<file path="config.mk">
export PLATFORM = sky130hd
export DESIGN_NAME = sl1p_ctrl
export DESIGN_NICKNAME = d
export VERILOG_FILES = /design/src/design/sl1p_pkg.sv /design/src/design/sl1p_ctrl.sv
export SDC_FILE = /design/constraint.sdc
export NUM_CORES = 1
export LEC_CHECK = 0
export BUFFER_PORTS_ARGS = -buffer_cell sky130_fd_sc_hd__buf_2
export CORE_MARGIN = 3
export CORE_UTILIZATION = 40
export CTS_BUF_LIST = sky130_fd_sc_hd__clkbuf_4
export CTS_CLUSTER_DIAMETER = 60
export CTS_CLUSTER_SIZE = 10
export DETAILED_ROUTE_END_ITERATION = 6
export HOLD_SLACK_MARGIN = 0.06
export PLACE_DENSITY = 0.69
export SLEW_MARGIN = 20
export SYNTH_ARGS = -nofsm -noshare
export SYNTH_HDL_FRONTEND = slang
export SYNTH_SLANG_ARGS = --single-unit
</file>
<file path="constraint.sdc">
create_clock -name clk -period 1.9 [get_ports clk]
set_input_delay 0.38 -clock clk [delete_from_list [all_inputs] [get_ports clk]]
set_output_delay 0.38 -clock clk [all_outputs]
set_load 0.05 [all_outputs]
</file>
<file path="src/design/sl1p_pkg.sv">
`timescale 1ns / 1ps
`default_nettype none
// ----------------------------------------------------------------------------
// sl1p_pkg
// Shared widths, sign codes and controller/datapath interface structs for the
// sorted-L1 proximal operator.
// ----------------------------------------------------------------------------
package sl1p_pkg;

	localparam int MAX_LENGTH_DEF = 64;
	localparam int MAG_W          = 32;
	localparam int WGT_W          = 31;
	localparam int SUM_W          = 40;

	// sign codes kept per coefficient
	localparam logic [1:0] SIGN_ZERO = 2'd0;
	localparam logic [1:0] SIGN_POS  = 2'd1;
	localparam logic [1:0] SIGN_NEG  = 2'd3;

	// commands from the controller
	typedef struct packed {
		logic load;
		logic sort_latch;
		logic sort_scan;
		logic sort_wr;
		logic mag_sel;
		logic pool_wlatch;
		logic pool_push;
		logic pool_merge;
		logic pool_div;
		logic pool_next;
		logic fill_wr;
		logic fill_pop;
		logic emit_cap;
		logic emit_fire;
	} cmd_t;

	// status back to the controller
	typedef struct packed {
		logic last_in;
		logic j_done;
		logic sort_last;
		logic depth_zero;
		logic merge_ok;
		logic div_done;
		logic fill_done;
		logic fill_pop;
		logic emit_last;
	} status_t;

endpackage
`default_nettype wire

</file>
<file path="src/design/sl1p_ctrl.sv">
`timescale 1ns / 1ps
`default_nettype none
// ----------------------------------------------------------------------------
// sl1p_ctrl
// Sequencer for load, sort, pool, fill and emit phases.
// ----------------------------------------------------------------------------
module sl1p_ctrl import sl1p_pkg::*; (
	input  wire logic    clk,
	input  wire logic    arst_n,
	input  wire logic    in_valid,
	output logic         in_ready,
	output logic         out_valid,
	input  wire logic    out_ready,
	input  wire status_t sts,
	output cmd_t         cmd
);

	localparam logic [4:0] S_LOAD = 5'd0;
	localparam logic [4:0] S_SI   = 5'd1;
	localparam logic [4:0] S_SL   = 5'd2;
	localparam logic [4:0] S_SJ   = 5'd3;
	localparam logic [4:0] S_SW   = 5'd4;
	localparam logic [4:0] S_PR   = 5'd5;
	localparam logic [4:0] S_PR2  = 5'd6;
	localparam logic [4:0] S_PR3  = 5'd7;
	localparam logic [4:0] S_PC   = 5'd8;
	localparam logic [4:0] S_PM   = 5'd9;
	localparam logic [4:0] S_PD   = 5'd10;
	localparam logic [4:0] S_PN   = 5'd11;
	localparam logic [4:0] S_FW   = 5'd12;
	localparam logic [4:0] S_FL   = 5'd13;
	localparam logic [4:0] S_E    = 5'd14;
	localparam logic [4:0] S_E2   = 5'd15;
	localparam logic [4:0] S_E3   = 5'd16;
	localparam logic [4:0] S_EO   = 5'd17;

	logic [4:0] state_q, state_d;

	// next state
	always_comb begin
		state_d = state_q;
		unique case (state_q)
			S_LOAD: if (in_valid && sts.last_in) state_d = S_SI;
			S_SI:   state_d = S_SL;
			S_SL:   state_d = S_SJ;
			S_SJ:   if (sts.j_done) state_d = S_SW;
			S_SW:   state_d = sts.sort_last ? S_PR : S_SI;
			S_PR:   state_d = S_PR2;
			S_PR2:  state_d = S_PR3;
			S_PR3:  state_d = S_PC;
			S_PC:   state_d = sts.depth_zero ? S_PN : S_PM;
			S_PM:   state_d = sts.merge_ok ? S_PD : S_PN;
			S_PD:   if (sts.div_done) state_d = S_PC;
			S_PN:   state_d = sts.sort_last ? S_FW : S_PR;
			S_FW: begin
				if (sts.fill_done) state_d = S_E;
				else if (sts.fill_pop) state_d = S_FL;
			end
			S_FL:   state_d = S_FW;
			S_E:    state_d = S_E2;
			S_E2:   state_d = S_E3;
			S_E3:   state_d = S_EO;
			S_EO:   if (out_ready) state_d = sts.emit_last ? S_LOAD : S_E;
			default: state_d = S_LOAD;
		endcase
	end

	always_ff @(posedge clk or negedge arst_n) begin
		if (!arst_n) begin
			state_q <= S_LOAD;
		end else begin
			state_q <= state_d;
		end
	end

	// commands
	always_comb begin
		cmd             = '0;
		cmd.load        = (state_q == S_LOAD) && in_valid;
		cmd.sort_latch  = (state_q == S_SL);
		cmd.sort_scan   = (state_q == S_SJ);
		cmd.sort_wr     = (state_q == S_SW);
		cmd.mag_sel     = (state_q == S_PR2);
		cmd.pool_wlatch = (state_q == S_PR2);
		cmd.pool_push   = (state_q == S_PR3);
		cmd.pool_merge  = (state_q == S_PM);
		cmd.pool_div    = (state_q == S_PD);
		cmd.pool_next   = (state_q == S_PN);
		cmd.fill_wr     = (state_q == S_FW);
		cmd.fill_pop    = (state_q == S_FL);
		cmd.emit_cap    = (state_q == S_E3);
		cmd.emit_fire   = (state_q == S_EO) && out_ready;
	end

	assign in_ready  = (state_q == S_LOAD);
	assign out_valid = (state_q == S_EO);

endmodule
`default_nettype wire

</file>
==> results.md <==
* Vias in the first global route at 715
* HPWL Detailed at 1.50 mm
* Pin count of the biggest net entering global routing at 15
* Critical Path AT at between 1 and 1.5 ns
* Pre-CTS setup slack at 0.148 ns
* Yosys warnings at 0
* First-pass GRT wire length at 3.00 mm
* Largest regs: state_q x5
* Achievable Freq at 535 MHz
* Most frequent cells in the layout: buf_2, buf_4, nor2_1
* Clock latency on the worst-skew pair at 0.25 ns
* Critical path endpoint category: primary output
* Setup CP Type: reg -> out
* Reg2reg path depth at 6
* Commonest non-fill, non-tap cell in the layout: buf_2
* DRT Pass-1 Iters at 4
* Fin nets at roughly 130
* Core ar. at around 0.0015 mm2
* Final hold vios at 0
* Yosys cell types at 43
* Skew final at approximately 0.007 ns
* R2r endpoint: state_q[1]
* Finish-stage setup viols at 0
* CP Capture Point: cmd[0]
* Max_cap viols at 0
* VDD IR max at 0.631 mV
* CP max FO at 5
* Area growth syn-to-layout at 49.7%
* Sequential area share after synthesis at between 10% and 20%
* Total number of vias at between 700 and 800
* Initial antenna violation count at 0
* Top post-synthesis cells by area: dfrtp_1, nor2_1, nor3b_2, o311ai_4, buf_4
* Routed len/inst at between 10 and 15 um
* # IOs at 29
* RR Startpoint: state_q[1]
* Setup slack, reg-to-reg at 0.16 ns
* Yosys top cell area share at between 10% and 20%
* Power Dens Cells at 1500 mW/mm2
* Drc violations at 0
* FF+latch count, synth at 5
* Congestion Overflow GR at 0
* Tot Pwr at 1.51 mW
* Die W at 47.1 um
* Layout fillers at 135
* Tot GR Track Use at between 10% and 20%
* Port Buf Inserts at 28
* Routed Antenna Nets at 0
* Main synth FF type: dfrtp_1
* Die Ht at 47.1 um
* Synth Instances at 83
* CTS tree: yes
* Worst-margin pin slew at 0.348 ns
* Slew Limit Fails at 0
* Worst Setup SP: state_q[4]
* Initial Util at between 40 and 50%
* Worst Slack Setup Final at 0.0318 ns
* Slew margin rel. at 76.8%
* FP Rows at 14
* Status: finished clean
* Detailed Route WL at ~2.0 mm
* Diodes inserted at 0
* Multi-input logic area at about 530 um2
* Max reg flops at 5
* Share of layout cells above drive strength 1 at 57.5%
* CTS Root Cell: clkbuf_4
* CTS Buffer Depth at 2
* DR vias/cell at around 5.7
* Min Tclk post-route at 1.87 ns
* Fin crit share at 98.3%
* Die Area at 0.00221 mm2
* Post-synthesis cell area at 674 um2
* Worst min-delay path class: in -> reg
* Async set-reset flop share out of synthesis at 100%
* Cell accounting for the most synthesized area: dfrtp_1
* Top reg by flops: state_q
* Initial DRC Count at 17
* Worst setup SP type: register
* Crit path required time at 1.52 ns
* Register Area at approximately 130 um2
* Leakage at 0.459 nW
* Syn Nets at 96
* EDFF count, synth at 0
* H-tree levels at 1
* Avg Synthesized Cell Area at 8.13 um2
* TritonCTS buffer count at 3
* Clk sink count at 5
* Clk slew on worst S/H paths at 0.05 ns
* Placer congestion estimate at 0.796
* RSZ-0062 raised after global routing: yes
-- area by class of cell --
| type | count | share of cell area, % |
|---|---|---|
| multi-input cells | 66 | 52.8 |
| repair buffers | 40 | 27.5 |
| flip-flops and latches | 5 | 12.6 |
| clock buffers | 4 | 2.97 |
| inverters | 5 | 2.11 |
| well taps | 16 | 1.98 |
-- synth_stat cells (3+ instances only) --
library cell  count
nor3b_2           3
inv_1             3
dfrtp_1           5
nand3_1           3
o21ai_0           3
nor2_1           12
o21ai_1           4
buf_2             3
nor3_1            3
nand2_1           3
buf_4             3
-- power by group --
part	internal, mW	switching [mW]	total, mW
sequential	0.148	0.0356	0.183
clock	0.0939	0.0478	0.142
combinational	0.456	0.731	1.19
total	0.697	0.814	1.51
-- how the worst min path moves through the flow --
stage	slack, ns	startpoint	cells past startpoint	endpoint
floorplan	0.08	arst_n	0	state_q[0]
global placement	0.20	arst_n	1	state_q[3]
detailed placement	0.20	arst_n	1	state_q[2]
CTS	0.47	arst_n	2	state_q[0]
global route	0.51	arst_n	2	state_q[0]
finish	0.46	out_ready	4	state_q[4]
-- per-layer routing --
| metal | part of all wire [%] | global-route usage, % | vias up |
|---|---|---|---|
| li1 | - | - | 381 |
| met1 | 41 | 23.0 | 361 |
| met2 | 51 | 32.8 | 27 |
| met3 | 5.5 | 1.53 | 4 |
| met4 | 1.7 | 12.2 | 0 |
| met5 | 0 | 0 | - |
-- per-stage QoR --
stage          util, %  cell area, um2  TNS [ns]  hold WS [ns]  cells
6_report          65.5            1010         0         0.464    136
5_1_grt           65.5            1010   -0.0831         0.510    136
4_1_cts           61.3             945    -0.117         0.468    133
3_5_place_dp      57.1             881         0         0.196    128
3_3_place_gp      57.1             881         0         0.196    128
2_1_floorplan        -             709    -0.670        0.0844     83
-- cell families (layout without fill, tap and decap cells) --
kind of cell	count (synthesis)	after routing	synth area share, %
flip-flops	5	5	18.6
buffers and inverters	12	49	10.4
AO/OA/AOI/OAI	22	22	28.4
AND/OR/NAND/NOR	44	44	42.7
-- worst max-delay path: stages (launching register included) --
cell and delay, ns:
dfrtp_2 0.45, nor2b_2 0.19, and4_2 0.24, and2_2 0.18, buf_4 0.18
-- repair_timing --
item	CTS	global route
endpoints found under the hold margin	5	0
gates resized for setup	9	15
buffers inserted	0	3
setup endpoints to repair	8	13
hold buffers	1	0
pin swaps	0	2
Power figures use the tool's default switching activity.
